## src/design/b32d_pkg.sv

```systemverilog
// shared types, constants and helpers for the prefixed base32 identifier decoder
// no dependencies

package b32d_pkg;

    localparam int MAX_ID_BYTES     = 32;
    localparam int MAX_PREFIX_CHARS = 8;

    localparam int CHAR_W   = 8;
    localparam int PREFIX_W = CHAR_W * MAX_PREFIX_CHARS;
    localparam int PLEN_W   = 4;
    localparam int NBYTES_W = 6;
    localparam int PIDX_W   = $clog2(MAX_PREFIX_CHARS);
    localparam int CNT_W    = 8;
    localparam int BUF_W    = 7;
    localparam int NBITS_W  = 3;
    localparam int CFG_IDX_W = 2;

    // register indexes of the configuration port
    localparam logic [CFG_IDX_W-1:0] CFG_PREFIX_CHARS  = 2'd0;
    localparam logic [CFG_IDX_W-1:0] CFG_PREFIX_LENGTH = 2'd1;
    localparam logic [CFG_IDX_W-1:0] CFG_ID_BYTE_COUNT = 2'd2;

    localparam logic [NBYTES_W-1:0] ID_BYTES_RESET = 6'd16;

    typedef enum logic [2:0] {
        ST_OK       = 3'd0,
        ST_PREFIX   = 3'd1,
        ST_LENGTH   = 3'd2,
        ST_CHAR     = 3'd3,
        ST_NONCANON = 3'd4
    } t_status;

    typedef enum logic [1:0] {
        SYM_VALID,
        SYM_UPPER,
        SYM_BAD
    } t_sym_kind;

    typedef struct packed {
        t_sym_kind  kind;
        logic [4:0] value;
    } t_sym;

    typedef struct packed {
        logic [CHAR_W-1:0] code;
        logic              last;
    } t_char;

    typedef struct packed {
        logic [PREFIX_W-1:0] prefix_chars;
        logic [PLEN_W-1:0]   prefix_length;
        logic [NBYTES_W-1:0] id_byte_count;
    } t_cfg;

    typedef struct packed {
        t_status     status;
        logic        done;
        logic        byte_valid;
        logic [7:0]  data;
    } t_result;

    // lowercase rfc 4648 alphabet, upper-case letters flagged apart
    function automatic t_sym sym_decode(input logic [CHAR_W-1:0] c);
        t_sym s;
        s.kind  = SYM_BAD;
        s.value = 5'd0;
        if (c >= "a" && c <= "z") begin
            s.kind  = SYM_VALID;
            s.value = 5'(c - "a");
        end else if (c >= "2" && c <= "7") begin
            s.kind  = SYM_VALID;
            s.value = 5'(c - "2" + 8'd26);
        end else if (c >= "A" && c <= "Z") begin
            s.kind  = SYM_UPPER;
        end
        return s;
    endfunction

endpackage

```

## src/design/prefixed_base32_identifier_decoder_core.sv

```systemverilog
// top level of the prefixed base32 identifier decoder: config registers,
// input stage, decode step and result register; depends on b32d_pkg,
// b32d_in_stage and b32d_decode
//
// usage
//   input stream: one text character per transaction on i_s_tdata, i_s_tlast
//   high on the final character. output stream: a transaction whenever a byte
//   completes (o_m_tuser[0] set) and one on the final character (o_m_tlast
//   set, o_m_tuser[3:1] the status: 0 ok, 1 bad prefix, 2 bad length,
//   3 bad character, 4 non-canonical). bytes of a text count only if its
//   status is ok. characters that produce nothing give no output transaction.
//   each character is held in the input register, then passes through the
//   decode logic into the result register. throughput is one character per
//   cycle while the receiver does not stall; the loop that sets it is the
//   per-text state update. when the receiver stalls the result register holds,
//   the input register holds the next character and o_s_tready drops until
//   the result is taken. reset clears both stages and all per-text state, and
//   loads the registers with prefix empty and 16 identifier bytes. the user
//   makes configuration writes through i_cfg_we / i_cfg_index / i_cfg_data
//   only while the block is idle; the block itself does not enforce it.

module prefixed_base32_identifier_decoder_core (
    input  logic                                i_clk,
    input  logic                                i_rst_n,
    input  logic                                i_s_tvalid,
    output logic                                o_s_tready,
    input  logic [7:0]                          i_s_tdata,   // [7:0] char_code
    input  logic                                i_s_tlast,
    output logic                                o_m_tvalid,
    input  logic                                i_m_tready,
    output logic [7:0]                          o_m_tdata,   // [7:0] data_byte
    output logic [3:0]                          o_m_tuser,   // [0] byte_valid, [3:1] status
    output logic                                o_m_tlast,
    input  logic                                i_cfg_we,
    input  logic [b32d_pkg::CFG_IDX_W-1:0]      i_cfg_index,
    input  logic [b32d_pkg::PREFIX_W-1:0]       i_cfg_data
);
    import b32d_pkg::*;

    t_cfg    r_cfg;
    t_char   in_char;
    t_char   stage_char;
    logic    stage_valid;
    logic    advance;
    logic    res_valid;
    t_result res;
    logic    r_out_valid;
    t_result r_out;

    always_ff @(posedge i_clk) begin
        if (!i_rst_n) begin
            r_cfg.prefix_chars  <= '0;
            r_cfg.prefix_length <= '0;
            r_cfg.id_byte_count <= ID_BYTES_RESET;
        end else if (i_cfg_we) begin
            unique case (i_cfg_index)
                CFG_PREFIX_CHARS:  r_cfg.prefix_chars  <= i_cfg_data;
                CFG_PREFIX_LENGTH: r_cfg.prefix_length <= i_cfg_data[PLEN_W-1:0];
                CFG_ID_BYTE_COUNT: r_cfg.id_byte_count <= i_cfg_data[NBYTES_W-1:0];
                default: ;
            endcase
        end
    end

    assign in_char.code = i_s_tdata;
    assign in_char.last = i_s_tlast;

    assign advance = stage_valid && (!r_out_valid || i_m_tready);

    b32d_in_stage u_in_stage (
        .i_clk     (i_clk),
        .i_rst_n   (i_rst_n),
        .i_valid   (i_s_tvalid),
        .o_ready   (o_s_tready),
        .i_char    (in_char),
        .i_advance (advance),
        .o_valid   (stage_valid),
        .o_char    (stage_char)
    );

    b32d_decode u_decode (
        .i_clk       (i_clk),
        .i_rst_n     (i_rst_n),
        .i_fire      (advance),
        .i_char      (stage_char),
        .i_cfg       (r_cfg),
        .o_res_valid (res_valid),
        .o_res       (res)
    );

    always_ff @(posedge i_clk) begin
        if (!i_rst_n) begin
            r_out_valid <= 1'b0;
        end else if (advance && res_valid) begin
            r_out_valid <= 1'b1;
        end else if (i_m_tready) begin
            r_out_valid <= 1'b0;
        end
    end

    always_ff @(posedge i_clk) begin
        if (advance && res_valid) begin
            r_out <= res;
        end
    end

    assign o_m_tvalid = r_out_valid;
    assign o_m_tdata  = r_out.data;
    assign o_m_tuser  = {r_out.status, r_out.byte_valid};
    assign o_m_tlast  = r_out.done;

    a_status_on_last: assert property (@(posedge i_clk) disable iff (!i_rst_n)
        o_m_tvalid && o_m_tuser[3:1] != ST_OK |-> o_m_tlast)
        else $error("status given on a non-final transaction");

    a_no_overwrite: assert property (@(posedge i_clk) disable iff (!i_rst_n)
        r_out_valid && !i_m_tready |-> !advance)
        else $error("result register overwritten while stalled");

    a_result_kind: assert property (@(posedge i_clk) disable iff (!i_rst_n)
        o_m_tvalid |-> o_m_tuser[0] || o_m_tlast)
        else $error("output transaction with neither byte nor final status");

endmodule

```

## src/design/b32d_in_stage.sv

```systemverilog
// input register stage of the base32 identifier decoder
// depends on b32d_pkg

module b32d_in_stage (
    input  logic            i_clk,
    input  logic            i_rst_n,
    input  logic            i_valid,
    output logic            o_ready,
    input  b32d_pkg::t_char i_char,
    input  logic            i_advance,
    output logic            o_valid,
    output b32d_pkg::t_char o_char
);
    import b32d_pkg::*;

    logic  r_valid;
    t_char r_char;

    assign o_ready = !r_valid || i_advance;
    assign o_valid = r_valid;
    assign o_char  = r_char;

    always_ff @(posedge i_clk) begin
        if (!i_rst_n) begin
            r_valid <= 1'b0;
        end else if (o_ready) begin
            r_valid <= i_valid;
        end
    end

    always_ff @(posedge i_clk) begin
        if (o_ready && i_valid) begin
            r_char <= i_char;
        end
    end

endmodule

```

## src/design/b32d_decode.sv

```systemverilog
// per-text state and one-character decode step: prefix check, 5-bit symbol
// gathering, byte emission and final status; depends on b32d_pkg

module b32d_decode (
    input  logic              i_clk,
    input  logic              i_rst_n,
    input  logic              i_fire,
    input  b32d_pkg::t_char   i_char,
    input  b32d_pkg::t_cfg    i_cfg,
    output logic              o_res_valid,
    output b32d_pkg::t_result o_res
);
    import b32d_pkg::*;

    logic [CNT_W-1:0]    r_char_counter, n_char_counter;
    logic [BUF_W-1:0]    r_bit_buffer, n_bit_buffer;
    logic [NBITS_W-1:0]  r_buffered_bits, n_buffered_bits;
    logic [NBYTES_W-1:0] r_bytes_out, n_bytes_out;
    logic                r_prefix_mismatch, n_prefix_mismatch;
    t_status             r_first_err, n_first_err;

    logic [PLEN_W-1:0]   plen;
    logic [NBYTES_W-1:0] nbytes;
    logic [8:0]          len_x;
    logic [16:0]         len_prod;
    logic [CNT_W-1:0]    expected;
    logic [CHAR_W-1:0]   want;
    t_sym                sym;
    logic [11:0]         acc;
    logic [11:0]         acc_sh;
    logic [3:0]          bits;
    logic                emit;
    logic [7:0]          data;
    t_status             st;

    always_comb begin
        plen = (i_cfg.prefix_length > PLEN_W'(MAX_PREFIX_CHARS))
             ? PLEN_W'(MAX_PREFIX_CHARS) : i_cfg.prefix_length;
        if (i_cfg.id_byte_count == '0) begin
            nbytes = NBYTES_W'(1);
        end else if (i_cfg.id_byte_count > NBYTES_W'(MAX_ID_BYTES)) begin
            nbytes = NBYTES_W'(MAX_ID_BYTES);
        end else begin
            nbytes = i_cfg.id_byte_count;
        end
        // ceil(8n/5) as (8n+4)*205 >> 10, exact for this range
        len_x    = {nbytes, 3'b000} + 9'd4;
        len_prod = 17'(len_x) * 17'd205;
        expected = CNT_W'(plen) + CNT_W'(len_prod[16:10]);
    end

    always_comb begin
        n_char_counter    = r_char_counter;
        n_bit_buffer      = r_bit_buffer;
        n_buffered_bits   = r_buffered_bits;
        n_bytes_out       = r_bytes_out;
        n_prefix_mismatch = r_prefix_mismatch;
        n_first_err       = r_first_err;
        emit   = 1'b0;
        data   = 8'd0;
        want   = i_cfg.prefix_chars[CHAR_W*r_char_counter[PIDX_W-1:0] +: CHAR_W];
        sym    = sym_decode(i_char.code);
        acc    = {r_bit_buffer, sym.value};
        bits   = 4'(r_buffered_bits) + 4'd5;
        acc_sh = '0;
        st     = ST_OK;

        if (r_char_counter != {CNT_W{1'b1}}) begin
            n_char_counter = r_char_counter + 1'b1;
        end

        if (r_char_counter < CNT_W'(plen)) begin
            if (i_char.code != want) begin
                n_prefix_mismatch = 1'b1;
            end
        end else if (r_first_err == ST_OK) begin
            case (sym.kind)
                SYM_UPPER: n_first_err = ST_NONCANON;
                SYM_BAD:   n_first_err = ST_CHAR;
                default: begin
                    if (bits >= 4'd8) begin
                        bits = bits - 4'd8;
                        if (r_bytes_out < nbytes) begin
                            acc_sh      = acc >> bits;
                            data        = acc_sh[7:0];
                            emit        = 1'b1;
                            n_bytes_out = r_bytes_out + 1'b1;
                        end
                    end
                    n_bit_buffer    = BUF_W'(acc & ((12'd1 << bits) - 12'd1));
                    n_buffered_bits = bits[NBITS_W-1:0];
                end
            endcase
        end

        if (n_prefix_mismatch || n_char_counter < CNT_W'(plen)) begin
            st = ST_PREFIX;
        end else if (n_char_counter != expected) begin
            st = ST_LENGTH;
        end else if (n_first_err != ST_OK) begin
            st = n_first_err;
        end else if (n_buffered_bits != '0 && n_bit_buffer != '0) begin
            st = ST_NONCANON;
        end
    end

    assign o_res_valid     = emit || i_char.last;
    assign o_res.data       = data;
    assign o_res.byte_valid = emit;
    assign o_res.done       = i_char.last;
    assign o_res.status     = i_char.last ? st : ST_OK;

    always_ff @(posedge i_clk) begin
        if (!i_rst_n) begin
            r_char_counter    <= '0;
            r_bit_buffer      <= '0;
            r_buffered_bits   <= '0;
            r_bytes_out       <= '0;
            r_prefix_mismatch <= 1'b0;
            r_first_err       <= ST_OK;
        end else if (i_fire) begin
            if (i_char.last) begin
                // text finished, back to a clean slate
                r_char_counter    <= '0;
                r_bit_buffer      <= '0;
                r_buffered_bits   <= '0;
                r_bytes_out       <= '0;
                r_prefix_mismatch <= 1'b0;
                r_first_err       <= ST_OK;
            end else begin
                r_char_counter    <= n_char_counter;
                r_bit_buffer      <= n_bit_buffer;
                r_buffered_bits   <= n_buffered_bits;
                r_bytes_out       <= n_bytes_out;
                r_prefix_mismatch <= n_prefix_mismatch;
                r_first_err       <= n_first_err;
            end
        end
    end

    a_bytes_bounded: assert property (@(posedge i_clk) disable iff (!i_rst_n)
        r_bytes_out <= NBYTES_W'(MAX_ID_BYTES))
        else $error("bytes_out beyond the identifier size");

    a_buffer_fits: assert property (@(posedge i_clk) disable iff (!i_rst_n)
        (r_bit_buffer >> r_buffered_bits) == '0)
        else $error("leftover bits wider than their count");

    a_clear_after_last: assert property (@(posedge i_clk) disable iff (!i_rst_n)
        i_fire && i_char.last |=> r_char_counter == '0 && r_bytes_out == '0)
        else $error("text state not cleared after final character");

endmodule

```

## config.mk

```make
export PLATFORM = sky130hd
export DESIGN_NAME = prefixed_base32_identifier_decoder_core
export DESIGN_NICKNAME = d
export VERILOG_FILES = /design/src/design/b32d_pkg.sv /design/src/design/prefixed_base32_identifier_decoder_core.sv /design/src/design/b32d_in_stage.sv /design/src/design/b32d_decode.sv
export SDC_FILE = /design/constraint.sdc
export NUM_CORES = 1
export LEC_CHECK = 0
export CAP_MARGIN = 20
export CORE_MARGIN = 2
export CORE_UTILIZATION = 35
export DETAILED_ROUTE_END_ITERATION = 7
export DONT_BUFFER_PORTS = 1
export PLACE_DENSITY = 0.45
export SKIP_LAST_GASP = 1
export SLEW_MARGIN = 25
export SYNTH_ARGS = -nofsm -noshare
export SYNTH_HDL_FRONTEND = slang
export SYNTH_HIERARCHICAL = 1
export SYNTH_SLANG_ARGS = --single-unit
```

## constraint.sdc

```tcl
create_clock -name i_clk -period 12.34 [get_ports i_clk]
set_input_delay 1.234 -clock i_clk [delete_from_list [all_inputs] [get_ports i_clk]]
set_output_delay 1.234 -clock i_clk [all_outputs]
set_load 0.01 [all_outputs]
```

Word level (Yosys, flattened, before mapping). Index checks and enable logic that the tools add are counted.

Muxes and demuxes: 45. Shift operators: 3. Order comparisons: 12. Bitwise operators: 5. Add/sub/neg operators: 10. Reduce and logical (&&, ||, !) cells: 31. Equal/unequal tests: 9. $mul: 1.

Operators by type and width (number): $shiftx A64 B7 Y8 (1); $mux W6 (8); $mux W7 (5); $mux W3 (9); $mux W4 (5); $mul A9 B8 Y17 const B (1); $ge A8 B7 Y1 const B (2); $le A8 B7 Y1 const B (2); $lt A8 B4 Y1 (2); $mux W8 (2); $ne A8 B8 Y1 (2); $shr A12 B4 Y8 (1); $mux W1 (11); $add A9 B3 Y9 const B (1); $add A4 B7 Y8 (1); $add A8 B1 Y8 const B (1); $ge A8 B6 Y1 const B (1); $le A8 B6 Y1 const B (1); $ne A8 B8 Y1 const B (1); $reduce_bool A2 Y1 (4); $and A7 B7 Y7 (1); $logic_and A1 B1 Y1 (7); $reduce_bool A7 Y1 (1); $shl A1 B4 Y7 const A (1); 30 further kinds (45).

Bits of input ports: 80. Output and inout port bits: 15. Logic and storage cells: 135. Bits in registers: 126.

Longest topological paths before layout.
Word-level depth: 22. Mapped depth: 26. Gate-level depth less buffers: 25.

Modules after synthesis. The synthesis kept the hierarchy.

Modules (own cells, without submodules): b32d_decode (sequential area each 560.5 um^2, instances 1, cells each 581, area each 4636.9 um^2); prefixed_base32_identifier_decoder_core (sequential area each 1891.8 um^2, instances 1, cells each 331, area each 3350.7 um^2); b32d_in_stage (sequential area each 290.3 um^2, instances 1, cells each 14, area each 327.8 um^2).

Worst setup path after synthesis. No wires, ideal clock.

Path kind: register to register. From: reg r_cfg[5] (netlist bit). To: reg r_out, in the netlist o_m_tuser[2] (data pin). Data required time: 12.085 ns. Cell stages (with the launch flop): 25. Arrival time: 5.652 ns. Period minus slack after synthesis: 5.907 ns. Path buffers: 1. Setup time: 0.255 ns. Slack: 6.433 ns. Cell sequence: dfxtp_1 -> clkbuf_1 -> clkinv_1 -> nand2_1 -> inv_1 -> ha_1 -> ha_1 -> inv_1 -> fa_1 -> inv_1 -> fa_1 -> ha_1 -> a211oi_1 -> o2bb2ai_1 -> nor2_1 -> xor2_1 -> ha_1 -> fa_1 -> a21o_1 -> a21oi_1 -> xnor2_1 -> xnor2_1 -> nand4_1 -> or3_1 -> o21ba_2.

Longest elaborated chain between the ends: 8. Elaborated cells between the ends (all ways): 9. Classes of those cells: add/sub (2); mul (1); order compare (1); eq/ne (1); mux (3); reduce/logical (1).

RTL lines: start: declaration (line prefixed_base32_identifier_decoder_core.sv:40) `t_cfg r_cfg;`; $gt A6 B6 Y1 (line b32d_decode.sv:41) `end else if (i_cfg.id_byte_count > NBYTES_W'(MAX_ID_BYTES)) begin`; $mux W6 (line b32d_decode.sv:41); $mux W6 * (line b32d_decode.sv:39) `if (i_cfg.id_byte_count == '0) begin`; $add A9 B3 Y9 * (line b32d_decode.sv:47) `len_x = {nbytes, 3'b000} + 9'd4;`; $mul A9 B8 Y17 * (line b32d_decode.sv:48) `len_prod = 17'(len_x) * 17'd205;`; $add A4 B7 Y8 * (line b32d_decode.sv:49) `expected = CNT_W'(plen) + CNT_W'(len_prod[16:10]);`; $ne A8 B8 Y1 * (line b32d_decode.sv:98) `end else if (n_char_counter != expected) begin`; $mux W2 * (line b32d_decode.sv:98); end signal: assignment (line prefixed_base32_identifier_decoder_core.sv:103) `r_out <= res;`; end: declaration (line prefixed_base32_identifier_decoder_core.sv:48) `t_result r_out;`.

Mark *: on every way between the ends. The rest lies on a longest branch, timed or not. A chain may end at the register's enable or synchronous reset.

Worst setup path after layout. Ends and elaborated chain as after synthesis.

==> results.toml <==
[power]
swShare_pct = 27.84
p_leak_nw = 3.586
intPower_mw = 0.8174
power_frac_seq_pct = 39.3
power.share.clock_pct = 45.7
comb_power_share_pct = 15.0
power_density_nw_per_um2 = 124.3
peakVddDrop_v = 0.00008032
switchingPower_mw = 0.3153

[floorplan]
die_h_um = 158.1
chipWidth_um = 158.1
fp-row-count = 56
start_util_pct = 35.53
dieArea_sq_um = 25010
ioPinCount = 95
core_area_sq_um = 23400

[detailed_routing]
drc_errors = 0
dr.pass1.iters = 4
drtIter0Drc = 262
routed_wl_um = 20590
wl_met2_um = 9797
via_count = 6204
ant_nets = 0
wire_per_inst_um = 16.71
met3_wirelength_um = 687
drt-met1-wl_um = 9939
viasPerCell = 5.036
top_layer = "met4"

[global_route]
grt_pass1_wl_um = 33180
grt.total_usage_pct = 17.16
grt_pass1_vias = 6211
antenna_found_initial = 0
grt_max_degree = 161
overflow = 0

[worst_setup_path]
cpMostUsedCell = "ha_1"
r2r_cells = 23
critPathArrivalTime_ps = 6590
crit_fanout = 9
path_cells = "clkinv_1 > nand2_1 > inv_1 > ha_1 > ha_1 > inv_1 > fa_1 > inv_1 > fa_1 > ha_1 > a211oi_1 > o2bb2ai_1 > nor2_1 > xor2_1 > ha_1 > fa_1 > a21o_1 > a21oi_1 > xnor2_1 > xnor2_1 > nand4_1 > or3_1 > o21ba_2"
worstPathRequired_ps = 12510
reg2reg_from = "r_cfg[5]$_SDFFE_PN0P_"
critPathCaptureType = "flop"
rr_endpoint = "o_m_tuser[2]$_DFFE_PP_"
start_kind = "flop"
critPathTopFamily = "adder cells"
worstSetupPathDepth = 23
crit_buf_inv = 4
rrSetupSlack_ps = 5920
criticalPathCategory = "flop to flop"
slowest_delay_ps = 540
crit_path_top_delay_cell = "fa_1"

[clocking]
cts_resized = 0
postCtsSetupBuffers = 0
clk_pin_slew_ps = 60
cts_root_buf = "clkbuf_16"
clockBufferDepth = 2
tritoncts = "done"
cts.sinks = 126
cts_buffers = 17
htreeDepth = 4
clock_latency_ps = 420
hold_buffers = 0

[run]
cap_viol_max_count = 0

[cells_and_area]
final_nets = 1049
final_cell_mix = "nand2_1 (188), dfxtp_1 (104), mux2i_1 (87), ha_1 (61), inv_1 (49)"
antenna_cells = 0
drive_above_1_share_pct = 8.215
area_delta_synth_final_pct = 9.600
final_common_cell = "nand2_1"
fillers = 2460

[sta]
min_period_over_period_pct = 52.06
slew_headroom_pct = 45.94
finClkSkew_ps = 9.720
final.setup.tns_ps = 0
rsz0062_at_grt = "false"
worst_pin_slew_ps = 810.8
setup_violations = 0
period_needed_ps = 6424
hold_ws_ps = 453.3
max_freq_mhz = 155.7
finalHoldViolCount = 0
maxSlewViolCount = 0

[synthesis]
synth_seq_cells = 126
synthCells = 926
synth_fp_nets = 1075
synth-seq-area-share_pct = 32.98
synth_cell_types = 75
yosys_warnings = 6
synthesis.area_sq_um = 8315
ys.flop_type = "dfxtp_1"
synthArstFlopShare_pct = 0
postSynthAreaPerCell_sq_um = 8.980
synth-edff-count = 22

[placement]
gp_congestion = 0.8003
port_buffers = 0
hpwl_um = 15020

[min_path]
worstHoldStart = "r_cfg[18]$_SDFFE_PN0P_"
hp-class = "flop to flop"
hold_path_depth = 2
whs_endpoint = "r_cfg[18]$_SDFFE_PN0P_"

[status]
status = "finished clean"
[flip-flops by register name (all words and copies together), names as in the netlist]
signal and count:
u_decode/r_char_counter 8, o_m_tuser 4, u_decode/r_prefix_mismatch 1, o_m_tvalid 1
u_decode/r_first_err 3, u_decode/r_buffered_bits 3, u_in_stage/o_valid 1, u_decode/r_bit_buffer 7
u_decode/r_bytes_out 6, r_cfg 74, u_in_stage/o_char 9, o_m_tdata 8
o_m_tlast 1
[tightest hold or removal path: stages, from the launching register on]
cell     delay, ps
dfxtp_1        300
nand2_1         50
mux2i_1         50
[worst max-delay path by stage]
stage,startpoint,to,slack [ps]
6_report,r_cfg[5]$_SDFFE_PN0P_,o_m_tuser[2]$_DFFE_PP_,5920
5_1_grt,r_cfg[5]$_SDFFE_PN0P_,o_m_tuser[1]$_DFFE_PP_,5390
4_1_cts,r_cfg[5]$_SDFFE_PN0P_,o_m_tuser[2]$_DFFE_PP_,5890
3_5_place_dp,r_cfg[5]$_SDFFE_PN0P_,o_m_tuser[2]$_DFFE_PP_,5930
3_3_place_gp,r_cfg[5]$_SDFFE_PN0P_,o_m_tuser[2]$_DFFE_PP_,6030
2_1_floorplan,r_cfg[5]$_SDFFE_PN0P_,o_m_tuser[2]$_DFFE_PP_,6430
[through the flow]
stage | cells | utilization (%) | power, mW | worst slack (ps) | cell area (sq um)
6_report | 1232 | 38.94 | 1.133 | 5916 | 9114
5_1_grt | 1232 | 38.94 | 1.189 | 5395 | 9114
4_1_cts | 1232 | 38.94 | 1.152 | 5887 | 9114
3_5_place_dp | 1200 | 36.36 | 0.6253 | 5926 | 8508
3_3_place_gp | 1198 | 36.28 | 0.6246 | 6026 | 8489
2_1_floorplan | 926 | - | 0.5931 | 6433 | 8315
[per-layer routing]
| metal | track usage [%] | vias to the layer above |
|---|---|---|
| met1 | 22.56 | 2900 |
| li1 | - | 3196 |
| met5 | 0 | - |
| met3 | 3.312 | 10 |
| met4 | 4.505 | 0 |
| met2 | 28.88 | 98 |
[cells by family (layout without fill, tap and decap cells)]
family,after synthesis,count (layout),share of synthesized area (%)
multiplexers,108,108,15.80
other,1,1,0.04510
AO/OA/AOI/OAI,136,136,11.27
AND/OR/NAND/NOR,339,339,18.64
buffers and inverters,104,91,5.628
XOR/XNOR,43,43,4.529
flip-flops,126,126,32.98
adder cells (fa/ha/maj),69,69,11.10
[synthesized netlist by cell type, drive strengths merged, types with 10 or more instances]
library cell	n	area share, %
buf	21	1.9
nor2b	20	1.5
ha	61	9.2
xnor2	20	2.1
dfxtp	104	25
edfxtp	22	7.9
and2	10	0.78
nand3	12	0.72
nor2	47	2.1
mux4	18	4.9
a21oi	37	2.2
inv	49	2.2
o211ai	10	0.90
nor3	17	1.0
xor2	23	2.4
clkbuf	32	1.4
o21ai	22	1.3
mux2i	87	10
nand2	188	8.5
[power by group through the flow]
stage          clock, mW  sequential [mW]  combinational (mW)
2_1_floorplan          0            0.448               0.145
3_3_place_gp           0            0.454               0.170
3_5_place_dp           0            0.454               0.171
4_1_cts            0.535            0.445               0.172
5_1_grt            0.550            0.447               0.192
6_report           0.518            0.445               0.170
[final cells by class]
class	instances	area [sq um]	area share, %
timing repair buffer	8	63.81	0.7002
inverter	51	191.4	2.100
clock buffer	18	450.4	4.942
clock inverter	14	155.1	1.702
tap	319	399.1	4.379
sequential	126	2743	30.09
multi-input combinational	696	5111	56.08
(Power assumes the default switching activity.)
